### src/rtl/tdor_pkg.sv
// shared constants and codes for the torus dimension-order router
// no dependencies
`default_nettype none

package tdor_pkg;

    localparam int COORD_BITS_DEF = 4;
    localparam int STAMP_BITS_DEF = 32;
    localparam int TAG_BITS       = 16;
    localparam int CFG_IDX_BITS   = 2;
    localparam int NUM_RES        = 4;
    localparam int NUM_PORTS      = 4;
    localparam int NUM_SLOTS      = 6;

    localparam logic CMD_RECV = 1'b0;
    localparam logic CMD_TICK = 1'b1;

    localparam logic KIND_RECV = 1'b0;
    localparam logic KIND_SEND = 1'b1;

    localparam logic [1:0] PORT_X     = 2'd0;
    localparam logic [1:0] PORT_Y     = 2'd1;
    localparam logic [1:0] PORT_Z     = 2'd2;
    localparam logic [1:0] PORT_CHILD = 2'd3;

    localparam logic [1:0] SRC_CHILD = 2'd0;

    localparam logic [CFG_IDX_BITS-1:0] REG_NODE_X = 2'd0;
    localparam logic [CFG_IDX_BITS-1:0] REG_NODE_Y = 2'd1;
    localparam logic [CFG_IDX_BITS-1:0] REG_NODE_Z = 2'd2;

    // route match bits: M* must match this node, N* must differ
    localparam logic [5:0] M_MX = 6'h01;
    localparam logic [5:0] M_MY = 6'h02;
    localparam logic [5:0] M_MZ = 6'h04;
    localparam logic [5:0] M_NX = 6'h08;
    localparam logic [5:0] M_NY = 6'h10;
    localparam logic [5:0] M_NZ = 6'h20;

    localparam logic [5:0] ROUTE_MATCH [NUM_PORTS] = '{
        M_NX,
        M_NY | M_MX,
        M_NZ | M_MX | M_MY,
        M_MX | M_MY | M_MZ
    };

endpackage

`default_nettype wire

### src/rtl/tdor_if.sv
// valid/ready channel interfaces for the router: request, response, config
// depends on tdor_pkg
`default_nettype none

interface tdor_req_if
    import tdor_pkg::*;
#(
    parameter int COORD_BITS = COORD_BITS_DEF,
    parameter int STAMP_BITS = STAMP_BITS_DEF
);
    logic                  valid;
    logic                  ready;
    logic                  cmd;
    logic [1:0]            src_port;
    logic [COORD_BITS-1:0] dst_x;
    logic [COORD_BITS-1:0] dst_y;
    logic [COORD_BITS-1:0] dst_z;
    logic                  vc_flag;
    logic [STAMP_BITS-1:0] timestamp;
    logic [TAG_BITS-1:0]   packet_tag;
    logic [3:0]            ready_mask;

    modport source (
        output valid, cmd, src_port, dst_x, dst_y, dst_z, vc_flag, timestamp,
               packet_tag, ready_mask,
        input  ready
    );
    modport sink (
        input  valid, cmd, src_port, dst_x, dst_y, dst_z, vc_flag, timestamp,
               packet_tag, ready_mask,
        output ready
    );
endinterface

interface tdor_rsp_if
    import tdor_pkg::*;
#(
    parameter int COORD_BITS = COORD_BITS_DEF,
    parameter int STAMP_BITS = STAMP_BITS_DEF
);
    logic                  valid;
    logic                  ready;
    logic                  kind;
    logic                  accepted;
    logic [1:0]            out_port;
    logic [COORD_BITS-1:0] out_dst_x;
    logic [COORD_BITS-1:0] out_dst_y;
    logic [COORD_BITS-1:0] out_dst_z;
    logic                  out_vc_flag;
    logic [STAMP_BITS-1:0] out_timestamp;
    logic [TAG_BITS-1:0]   out_tag;
    logic                  last;

    modport source (
        output valid, kind, accepted, out_port, out_dst_x, out_dst_y, out_dst_z,
               out_vc_flag, out_timestamp, out_tag, last,
        input  ready
    );
    modport sink (
        input  valid, kind, accepted, out_port, out_dst_x, out_dst_y, out_dst_z,
               out_vc_flag, out_timestamp, out_tag, last,
        output ready
    );
endinterface

interface tdor_cfg_if
    import tdor_pkg::*;
#(
    parameter int COORD_BITS = COORD_BITS_DEF
);
    logic                    valid;
    logic                    ready;
    logic [CFG_IDX_BITS-1:0] index;
    logic [COORD_BITS-1:0]   data;

    modport source (output valid, index, data, input ready);
    modport sink (input valid, index, data, output ready);
endinterface

`default_nettype wire

### src/rtl/torus_dimension_order_router_top.sv
// torus router node: holding registers, channel slots, oldest-first output pick
// an item is registered, then its results go into a four-entry result register;
// one item per cycle while that register is free, results leave one per cycle on ready
// a tick with several sends holds the input until its results drain to one
// reset (async, active low) clears all busy flags, priority channel and coordinates
// depends on tdor_pkg and tdor_if
`default_nettype none

module torus_dimension_order_router_top
    import tdor_pkg::*;
#(
    parameter int COORD_BITS = COORD_BITS_DEF,
    parameter int STAMP_BITS = STAMP_BITS_DEF
)(
    input  wire logic   clk,
    input  wire logic   rst_n,
    tdor_req_if.sink    req,
    tdor_rsp_if.source  rsp,
    tdor_cfg_if.sink    cfg
);

    typedef struct packed {
        logic [COORD_BITS-1:0] dx;
        logic [COORD_BITS-1:0] dy;
        logic [COORD_BITS-1:0] dz;
        logic                  vc;
        logic [STAMP_BITS-1:0] ts;
        logic [TAG_BITS-1:0]   tag;
    } pkt_t;

    typedef struct packed {
        logic       kind;
        logic       accepted;
        logic [1:0] port;
        pkt_t       pkt;
        logic       last;
    } res_t;

    function automatic logic elig(input pkt_t s, input logic [5:0] m,
                                  input logic [COORD_BITS-1:0] nx,
                                  input logic [COORD_BITS-1:0] ny,
                                  input logic [COORD_BITS-1:0] nz);
        logic r;
        r = 1'b1;
        if (((m & M_MX) != '0) && (s.dx != nx)) r = 1'b0;
        if (((m & M_MY) != '0) && (s.dy != ny)) r = 1'b0;
        if (((m & M_MZ) != '0) && (s.dz != nz)) r = 1'b0;
        if (((m & M_NX) != '0) && (s.dx == nx)) r = 1'b0;
        if (((m & M_NY) != '0) && (s.dy == ny)) r = 1'b0;
        if (((m & M_NZ) != '0) && (s.dz == nz)) r = 1'b0;
        return r;
    endfunction

    logic [COORD_BITS-1:0] node_x_reg, node_y_reg, node_z_reg;

    logic       s1_valid_reg;
    logic       s1_cmd_reg;
    logic [1:0] s1_src_reg;
    pkt_t       s1_pkt_reg;
    logic [3:0] s1_mask_reg;

    logic [NUM_PORTS-1:0] hold_busy_reg, hold_busy_next;
    pkt_t                 hold_reg [NUM_PORTS];
    pkt_t                 hold_next [NUM_PORTS];
    logic [NUM_SLOTS-1:0] slot_busy_reg, slot_busy_next;
    pkt_t                 slot_reg [NUM_SLOTS];
    pkt_t                 slot_next [NUM_SLOTS];
    logic                 prio_reg, prio_next;

    res_t       res_reg [NUM_RES];
    res_t       res_next [NUM_RES];
    logic [2:0] res_cnt_reg, res_cnt_next;

    res_t       res_list [NUM_RES];
    logic [2:0] n_res;

    logic out_fire;
    logic buf_free;
    logic s1_advance;

    assign out_fire   = (res_cnt_reg != 3'd0) && rsp.ready;
    assign buf_free   = (res_cnt_reg == 3'd0) || ((res_cnt_reg == 3'd1) && rsp.ready);
    assign s1_advance = s1_valid_reg && buf_free;
    assign req.ready  = !s1_valid_reg || s1_advance;
    assign cfg.ready  = 1'b1;

    // item processing
    always_comb
    begin
        logic [NUM_SLOTS-1:0] mv_busy;
        pkt_t                 mv_slot [NUM_SLOTS];
        logic [NUM_PORTS-1:0] mv_hold_busy;
        logic                 pc;
        logic                 prio_any;
        logic                 ch_sel;
        logic [2:0]           sidx;
        logic [3:0]           ok;
        logic [3:0]           win;
        pkt_t                 cand [4];
        logic [2:0]           cidx [3];
        res_t                 entry;

        hold_busy_next = hold_busy_reg;
        hold_next      = hold_reg;
        slot_busy_next = slot_busy_reg;
        slot_next      = slot_reg;
        prio_next      = prio_reg;
        n_res          = 3'd0;
        for (int k = 0; k < NUM_RES; k++)
        begin
            res_list[k] = '0;
        end
        mv_busy      = slot_busy_reg;
        mv_slot      = slot_reg;
        mv_hold_busy = hold_busy_reg;
        pc           = prio_reg;
        prio_any     = 1'b0;
        ch_sel       = 1'b0;
        sidx         = '0;
        ok           = '0;
        win          = '0;
        entry        = '0;
        for (int k = 0; k < 4; k++)
        begin
            cand[k] = '0;
        end
        for (int k = 0; k < 3; k++)
        begin
            cidx[k] = '0;
        end

        if (s1_advance)
        begin
            if (s1_cmd_reg == CMD_RECV)
            begin
                entry.kind = KIND_RECV;
                entry.last = 1'b1;
                if (!hold_busy_reg[s1_src_reg])
                begin
                    hold_busy_next[s1_src_reg] = 1'b1;
                    hold_next[s1_src_reg]      = s1_pkt_reg;
                    entry.accepted             = 1'b1;
                end
                res_list[0] = entry;
                n_res       = 3'd1;
            end
            else
            begin
                pc        = !prio_reg;
                prio_next = pc;

                // network holding registers into their channel slots
                for (int p = 0; p < 3; p++)
                begin
                    sidx = 3'(p * 2) + {2'b00, hold_reg[p + 1].vc};
                    if (mv_hold_busy[p + 1] && !mv_busy[sidx])
                    begin
                        mv_busy[sidx]        = 1'b1;
                        mv_slot[sidx]        = hold_reg[p + 1];
                        mv_hold_busy[p + 1]  = 1'b0;
                    end
                end
                slot_busy_next = mv_busy;
                slot_next      = mv_slot;
                hold_busy_next = mv_hold_busy;

                // port routes are disjoint, so each output picks independently
                for (int p = 0; p < NUM_PORTS; p++)
                begin
                    prio_any = 1'b0;
                    for (int c = 0; c < 3; c++)
                    begin
                        sidx = 3'(c * 2) + {2'b00, pc};
                        if (mv_busy[sidx] && (mv_slot[sidx].ts != '1)
                            && elig(mv_slot[sidx], ROUTE_MATCH[p],
                                    node_x_reg, node_y_reg, node_z_reg))
                        begin
                            prio_any = 1'b1;
                        end
                    end
                    ch_sel = prio_any ? pc : !pc;
                    for (int c = 0; c < 3; c++)
                    begin
                        cidx[c] = 3'(c * 2) + {2'b00, ch_sel};
                        cand[c] = mv_slot[cidx[c]];
                        ok[c]   = mv_busy[cidx[c]] && (mv_slot[cidx[c]].ts != '1)
                                  && elig(mv_slot[cidx[c]], ROUTE_MATCH[p],
                                          node_x_reg, node_y_reg, node_z_reg);
                    end
                    cand[3] = hold_reg[SRC_CHILD];
                    ok[3]   = mv_hold_busy[SRC_CHILD] && (hold_reg[SRC_CHILD].ts != '1)
                              && elig(hold_reg[SRC_CHILD], ROUTE_MATCH[p],
                                      node_x_reg, node_y_reg, node_z_reg);

                    // oldest stamp, first candidate wins ties
                    for (int k = 0; k < 4; k++)
                    begin
                        win[k] = ok[k];
                        for (int j = 0; j < 4; j++)
                        begin
                            if ((j < k) && ok[j] && (cand[j].ts <= cand[k].ts))
                            begin
                                win[k] = 1'b0;
                            end
                            if ((j > k) && ok[j] && (cand[j].ts < cand[k].ts))
                            begin
                                win[k] = 1'b0;
                            end
                        end
                    end

                    if ((win != '0) && s1_mask_reg[p])
                    begin
                        entry      = '0;
                        entry.kind = KIND_SEND;
                        entry.port = 2'(p);
                        for (int k = 0; k < 3; k++)
                        begin
                            if (win[k])
                            begin
                                entry.pkt                = cand[k];
                                slot_busy_next[cidx[k]]  = 1'b0;
                            end
                        end
                        if (win[3])
                        begin
                            entry.pkt                 = cand[3];
                            hold_busy_next[SRC_CHILD] = 1'b0;
                        end
                        res_list[n_res[1:0]] = entry;
                        n_res                = n_res + 3'd1;
                    end
                end
                if (n_res != 3'd0)
                begin
                    res_list[2'(n_res - 3'd1)].last = 1'b1;
                end
            end
        end
    end

    // result register
    always_comb
    begin
        res_next     = res_reg;
        res_cnt_next = res_cnt_reg;
        if (s1_advance)
        begin
            res_next     = res_list;
            res_cnt_next = n_res;
        end
        else if (out_fire)
        begin
            for (int k = 0; k < NUM_RES - 1; k++)
            begin
                res_next[k] = res_reg[k + 1];
            end
            res_cnt_next = res_cnt_reg - 3'd1;
        end
    end

    always_ff @(posedge clk or negedge rst_n)
    begin
        if (!rst_n)
        begin
            s1_valid_reg  <= 1'b0;
            hold_busy_reg <= '0;
            slot_busy_reg <= '0;
            prio_reg      <= 1'b0;
            res_cnt_reg   <= 3'd0;
            node_x_reg    <= '0;
            node_y_reg    <= '0;
            node_z_reg    <= '0;
        end
        else
        begin
            if (req.ready)
            begin
                s1_valid_reg <= req.valid;
            end
            hold_busy_reg <= hold_busy_next;
            slot_busy_reg <= slot_busy_next;
            prio_reg      <= prio_next;
            res_cnt_reg   <= res_cnt_next;
            if (cfg.valid)
            begin
                unique case (cfg.index)
                    REG_NODE_X: node_x_reg <= cfg.data;
                    REG_NODE_Y: node_y_reg <= cfg.data;
                    REG_NODE_Z: node_z_reg <= cfg.data;
                    default: ;
                endcase
            end
        end
    end

    always_ff @(posedge clk)
    begin
        if (req.valid && req.ready)
        begin
            s1_cmd_reg     <= req.cmd;
            s1_src_reg     <= req.src_port;
            s1_pkt_reg.dx  <= req.dst_x;
            s1_pkt_reg.dy  <= req.dst_y;
            s1_pkt_reg.dz  <= req.dst_z;
            s1_pkt_reg.vc  <= req.vc_flag;
            s1_pkt_reg.ts  <= req.timestamp;
            s1_pkt_reg.tag <= req.packet_tag;
            s1_mask_reg    <= req.ready_mask;
        end
        hold_reg <= hold_next;
        slot_reg <= slot_next;
        res_reg  <= res_next;
    end

    assign rsp.valid         = (res_cnt_reg != 3'd0);
    assign rsp.kind          = res_reg[0].kind;
    assign rsp.accepted      = res_reg[0].accepted;
    assign rsp.out_port      = res_reg[0].port;
    assign rsp.out_dst_x     = res_reg[0].pkt.dx;
    assign rsp.out_dst_y     = res_reg[0].pkt.dy;
    assign rsp.out_dst_z     = res_reg[0].pkt.dz;
    assign rsp.out_vc_flag   = res_reg[0].pkt.vc;
    assign rsp.out_timestamp = res_reg[0].pkt.ts;
    assign rsp.out_tag       = res_reg[0].pkt.tag;
    assign rsp.last          = res_reg[0].last;

endmodule

`default_nettype wire

### src/flat_wrapper.sv
// flat-port wrapper written by rule: the top's interface ports become plain ports
module torus_dimension_order_router_top_flat import tdor_pkg::*;
#(
    parameter int COORD_BITS = COORD_BITS_DEF,
    parameter int STAMP_BITS = STAMP_BITS_DEF
)
  (clk, rst_n, req_valid, req_cmd, req_src_port, req_dst_x, req_dst_y, req_dst_z, req_vc_flag, req_timestamp, req_packet_tag, req_ready_mask, req_ready, rsp_valid, rsp_kind, rsp_accepted, rsp_out_port, rsp_out_dst_x, rsp_out_dst_y, rsp_out_dst_z, rsp_out_vc_flag, rsp_out_timestamp, rsp_out_tag, rsp_last, rsp_ready, cfg_valid, cfg_index, cfg_data, cfg_ready);
  tdor_req_if #(.COORD_BITS(COORD_BITS), .STAMP_BITS(STAMP_BITS)) req_i ();
  tdor_rsp_if #(.COORD_BITS(COORD_BITS), .STAMP_BITS(STAMP_BITS)) rsp_i ();
  tdor_cfg_if #(.COORD_BITS(COORD_BITS)) cfg_i ();
  input  wire logic clk;
  input  wire logic rst_n;
  input wire logic [$bits(req_i.valid)-1:0] req_valid;
  input wire logic [$bits(req_i.cmd)-1:0] req_cmd;
  input wire logic [$bits(req_i.src_port)-1:0] req_src_port;
  input wire logic [$bits(req_i.dst_x)-1:0] req_dst_x;
  input wire logic [$bits(req_i.dst_y)-1:0] req_dst_y;
  input wire logic [$bits(req_i.dst_z)-1:0] req_dst_z;
  input wire logic [$bits(req_i.vc_flag)-1:0] req_vc_flag;
  input wire logic [$bits(req_i.timestamp)-1:0] req_timestamp;
  input wire logic [$bits(req_i.packet_tag)-1:0] req_packet_tag;
  input wire logic [$bits(req_i.ready_mask)-1:0] req_ready_mask;
  output wire logic [$bits(req_i.ready)-1:0] req_ready;
  output wire logic [$bits(rsp_i.valid)-1:0] rsp_valid;
  output wire logic [$bits(rsp_i.kind)-1:0] rsp_kind;
  output wire logic [$bits(rsp_i.accepted)-1:0] rsp_accepted;
  output wire logic [$bits(rsp_i.out_port)-1:0] rsp_out_port;
  output wire logic [$bits(rsp_i.out_dst_x)-1:0] rsp_out_dst_x;
  output wire logic [$bits(rsp_i.out_dst_y)-1:0] rsp_out_dst_y;
  output wire logic [$bits(rsp_i.out_dst_z)-1:0] rsp_out_dst_z;
  output wire logic [$bits(rsp_i.out_vc_flag)-1:0] rsp_out_vc_flag;
  output wire logic [$bits(rsp_i.out_timestamp)-1:0] rsp_out_timestamp;
  output wire logic [$bits(rsp_i.out_tag)-1:0] rsp_out_tag;
  output wire logic [$bits(rsp_i.last)-1:0] rsp_last;
  input wire logic [$bits(rsp_i.ready)-1:0] rsp_ready;
  input wire logic [$bits(cfg_i.valid)-1:0] cfg_valid;
  input wire logic [$bits(cfg_i.index)-1:0] cfg_index;
  input wire logic [$bits(cfg_i.data)-1:0] cfg_data;
  output wire logic [$bits(cfg_i.ready)-1:0] cfg_ready;
  assign req_i.valid = req_valid;
  assign req_i.cmd = req_cmd;
  assign req_i.src_port = req_src_port;
  assign req_i.dst_x = req_dst_x;
  assign req_i.dst_y = req_dst_y;
  assign req_i.dst_z = req_dst_z;
  assign req_i.vc_flag = req_vc_flag;
  assign req_i.timestamp = req_timestamp;
  assign req_i.packet_tag = req_packet_tag;
  assign req_i.ready_mask = req_ready_mask;
  assign req_ready = req_i.ready;
  assign rsp_valid = rsp_i.valid;
  assign rsp_kind = rsp_i.kind;
  assign rsp_accepted = rsp_i.accepted;
  assign rsp_out_port = rsp_i.out_port;
  assign rsp_out_dst_x = rsp_i.out_dst_x;
  assign rsp_out_dst_y = rsp_i.out_dst_y;
  assign rsp_out_dst_z = rsp_i.out_dst_z;
  assign rsp_out_vc_flag = rsp_i.out_vc_flag;
  assign rsp_out_timestamp = rsp_i.out_timestamp;
  assign rsp_out_tag = rsp_i.out_tag;
  assign rsp_last = rsp_i.last;
  assign rsp_i.ready = rsp_ready;
  assign cfg_i.valid = cfg_valid;
  assign cfg_i.index = cfg_index;
  assign cfg_i.data = cfg_data;
  assign cfg_ready = cfg_i.ready;
  torus_dimension_order_router_top #(.COORD_BITS(COORD_BITS), .STAMP_BITS(STAMP_BITS)) u_core (.clk(clk), .rst_n(rst_n), .req(req_i), .rsp(rsp_i), .cfg(cfg_i));
endmodule
### config.mk
export PLATFORM = sky130hd
export DESIGN_NAME = torus_dimension_order_router_top_flat
export DESIGN_NICKNAME = d
export VERILOG_FILES = /design/src/rtl/tdor_pkg.sv /design/src/rtl/tdor_if.sv /design/src/rtl/torus_dimension_order_router_top.sv /design/src/flat_wrapper.sv
export SDC_FILE = /design/constraint.sdc
export NUM_CORES = 2
export LEC_CHECK = 0
export ABC_AREA = 1
export BUFFER_PORTS_ARGS = -buffer_cell sky130_fd_sc_hd__buf_2
export CORE_MARGIN = 5
export CORE_UTILIZATION = 35
export CTS_CLUSTER_SIZE = 8
export DETAILED_ROUTE_END_ITERATION = 8
export PLACE_DENSITY_LB_ADDON = 0.08
export SLEW_MARGIN = 20
export SYNTH_ARGS = -nofsm -noshare
export SYNTH_HDL_FRONTEND = slang
export SYNTH_SLANG_ARGS = --single-unit
### constraint.sdc
create_clock -name clk -period 17.63 [get_ports clk]
set_input_delay 3.526 -clock clk [delete_from_list [all_inputs] [get_ports clk]]
set_output_delay 3.526 -clock clk [all_outputs]
set_load 0.02 [all_outputs]
==> results.yml <==
clock_network:
  cts_tree: "done"
  htreeDepth: 4
  cts_hold_buf: 0
  clkSinkCount: 964
  clockBufferDepth: 3
  clk_latency_ps: 860
  post_cts_resized: 0
  cts_setup_buffers: 0
  numCtsBuffers: 144
  cts_root_buf: "clkbuf_16"
  clkTransAtPathRegs_ps: 50
place:
  gp_congestion: 1.06
  port_buffers: 146
  hpwl_um: 412000
timing:
  relSlewSlack_pct: 12.2
  period_minus_slack_ps: 13620
  report.final.slew_viol_count: 0
  fmax_ghz: 0.0734
  worstMarginPinSlew_ps: 1320
  fin_crit_sh_pct: 77.2
  rsz0062_at_grt: "false"
  finalSetupViolations: 0
  clock_skew_ps: 79.4
  hold_viol: 0
  fin_tns_setup_ps: 0
setup_path:
  crit_fanout: 50
  arrival_ps: 14240
  end_kind: "register"
  cp-start-kind: "register"
  slowest_stage: "nand2_8"
  critPathKind: "reg2reg"
  cp_data_required_time_ps: 18250
  cpMostUsedCell: "nand2_1"
  slowest_delay_ps: 850
routing:
  drt-met1-wl_um: 232000
  route.met3.wl_um: 77100
  top_layer_used: "met5"
  wl_met2_um: 200000
  route.detailed.drc: 0
  num_vias: 93100
  wl_per_cell_um: 33.7
  viasPerCell: 5.92
  dr.first_iter.drc_count: 15100
  routed_wl_um: 530000
  first_pass_iters: 8
  antenna_left: 0
global_route:
  grt_antenna_before_repair: 65
  grt_max_degree: 131
  track_usage_pct: 39.8
  grt_overflow_total: 0
  grt_pass1_wl_um: 709000
  grt_pass1_vias: 82600
cells_and_area:
  regArea_um2: 28800
  fillers: 25900
  syn_to_final_growth_pct: 10.3
  layout.nets: 13300
  multi_input_area_um2: 48800
  largest_reg_flops: 366
  drive_above_1_share_pct: 6.92
synth:
  synth.top_cells.by_area: "edfxtp_1, nand2_1, ha_1, inv_1, o21ai_0"
  synth_flop_cell: "edfxtp_1"
  synth_fp_nets: 13300
  synth_top_cell_area_share_pct: 32.9
  async_flop_share_pct: 2.80
  synth.distinct_cells: 67
  syn_area_per_cell_um2: 6.86
  ys_ff_latch: 964
  yosys_warnings: 0
  syn-instance-count: 12500
  yosysTopAreaCell: "edfxtp_1"
  synth_edf_count: 937
  syn_area_um2: 85600
  seq_area_frac_synth_pct: 33.7
flow_run:
  max_cap_violations: 0
floorplanning:
  pin_count: 148
  die_h_um: 505
  start_util_pct: 35.2
  dieArea_um2: 255000
  die_w_um: 505
  coreArea_um2: 243000
  rows: 181
status:
  outcome: "finished, final reports clean"
min_path:
  hp-class: "reg2reg"
layout make-up:
cell class / instances / share of cell area, %
Multi-Input combinational cell: 9485 / 51.7
Sequential cell: 964 / 30.5
Inverter: 1395 / 5.57
Tap cell: 3202 / 4.24
Clock buffer: 188 / 4.04
Timing Repair Buffer: 455 / 3.36
Clock inverter: 25 / 0.509
Antenna cell: 19 / 0.0504
routing by layer:
metal | global-route usage, % | up-vias
met1 | 58.1 | 44900
met4 | 13.1 | 26
met3 | 15.4 | 757
met5 | 0 | -
li1 | - | 41300
met2 | 52.9 | 6165
cells in the final DEF, fill, tap and decap left out, types with 10 or more instances in the layout:
master and count:
nor4_1 21, o211ai_1 118, inv_2 30, buf_4 299, nand3_4 10, nand3_1 777
edfxtp_1 937, nand3b_1 43, a22oi_1 18, o2111ai_1 21, clkinv_1 19, o21a_1 12
nor3_1 56, nor2_1 619, o221ai_1 16, buf_12 10, clkbuf_1 41, nand4_1 182
or2_2 49, o21ai_2 48, clkbuf_16 145, o22ai_1 50, nor2_2 13, a21oi_1 515
ha_1 772, clkinv_16 11, a211oi_1 33, nand2_1 4695, inv_1 1340, nand3_2 10
diode_2 19, dfrtp_1 26, nor2_4 21, a31oi_1 21, buf_2 146, o21ai_1 308
o21ai_0 921, nand2_2 13
kinds of logic after synthesis:
| family | share of synthesized area (%) |
|---|---|
| flops | 33.7 |
| other cells | 0.00438 |
| buf+inv | 9.77 |
| mux | 0.0585 |
| compound gates | 13.7 |
| simple gates | 31.3 |
| xor+xnor | 0.143 |
| fa+ha+maj | 11.3 |
critical path, delay by kind of cell, from the launching register on:
| family | cells | cell delay [ps] |
|---|---|---|
| DFF | 1 | 380 |
| buffers and inverters | 12 | 3320 |
| adders and majority gates | 3 | 1050 |
| AOI/OAI and AO/OA | 4 | 1170 |
| and+or+nand+nor | 23 | 7260 |
cells in the mapped netlist (11+ instances only):
cell	n
a21oi_1	515
buf_2	193
nand3_1	782
dfrtp_1	27
nand3b_1	43
o21ai_0	947
inv_2	31
o211ai_1	118
nand2_2	16
nand2_1	4702
a31oi_1	21
o22ai_1	50
clkbuf_1	283
nand3_2	14
o21ai_2	44
nor2_1	633
nor4_1	27
edfxtp_1	937
ha_1	772
nor3_1	59
nand4_1	182
buf_4	113
buf_6	11
inv_1	1344
o21ai_1	286
a22oi_1	18
nor2_2	12
buf_1	32
o2111ai_1	21
o221ai_1	16
or2_2	49
o21a_1	12
a211oi_1	33
clkinv_1	18
per-stage QoR:
step           instances  hold WS (ps)  util [%]  worst slack [ps]  cell area [µm²]
2_1_floorplan      12500           459         -              4380            85600
3_3_place_gp       15500           499      37.0              4010            90000
3_5_place_dp       15500           502      37.0              4420            90000
4_1_cts            15700           480      38.8              4360            94300
5_1_grt            15700           508      38.8              4040            94300
6_report           15700           486      38.8              4010            94400
final timing paths:
check | startpoint | slack, ps | to | cells past startpoint
min in group asynchronous | rst_n | 2820 | u_core.res_cnt_reg[2]$_DFFE_PN0P_ | 2
hold reg to reg | u_core.res_reg[158]$_DFFE_PP_ | 490 | u_core.rsp.out_timestamp[9]$_DFFE_PP_ | 2
setup / recovery | u_core.hold_reg[170]$_DFFE_PP_ | 4010 | u_core.res_reg[23]$_SDFFCE_PN0P_ | 42
max in group asynchronous | rst_n | 14220 | u_core.prio_reg$_DFFE_PN0P_ | 2
hold / removal | u_core.res_reg[158]$_DFFE_PP_ | 490 | u_core.rsp.out_timestamp[9]$_DFFE_PP_ | 2
setup reg to reg | u_core.hold_reg[170]$_DFFE_PP_ | 4010 | u_core.res_reg[23]$_SDFFCE_PN0P_ | 42
Power is left out: the tool's default activity adds up to more than one toggle a clock period on the data nets, which glitch-free logic cannot reach.
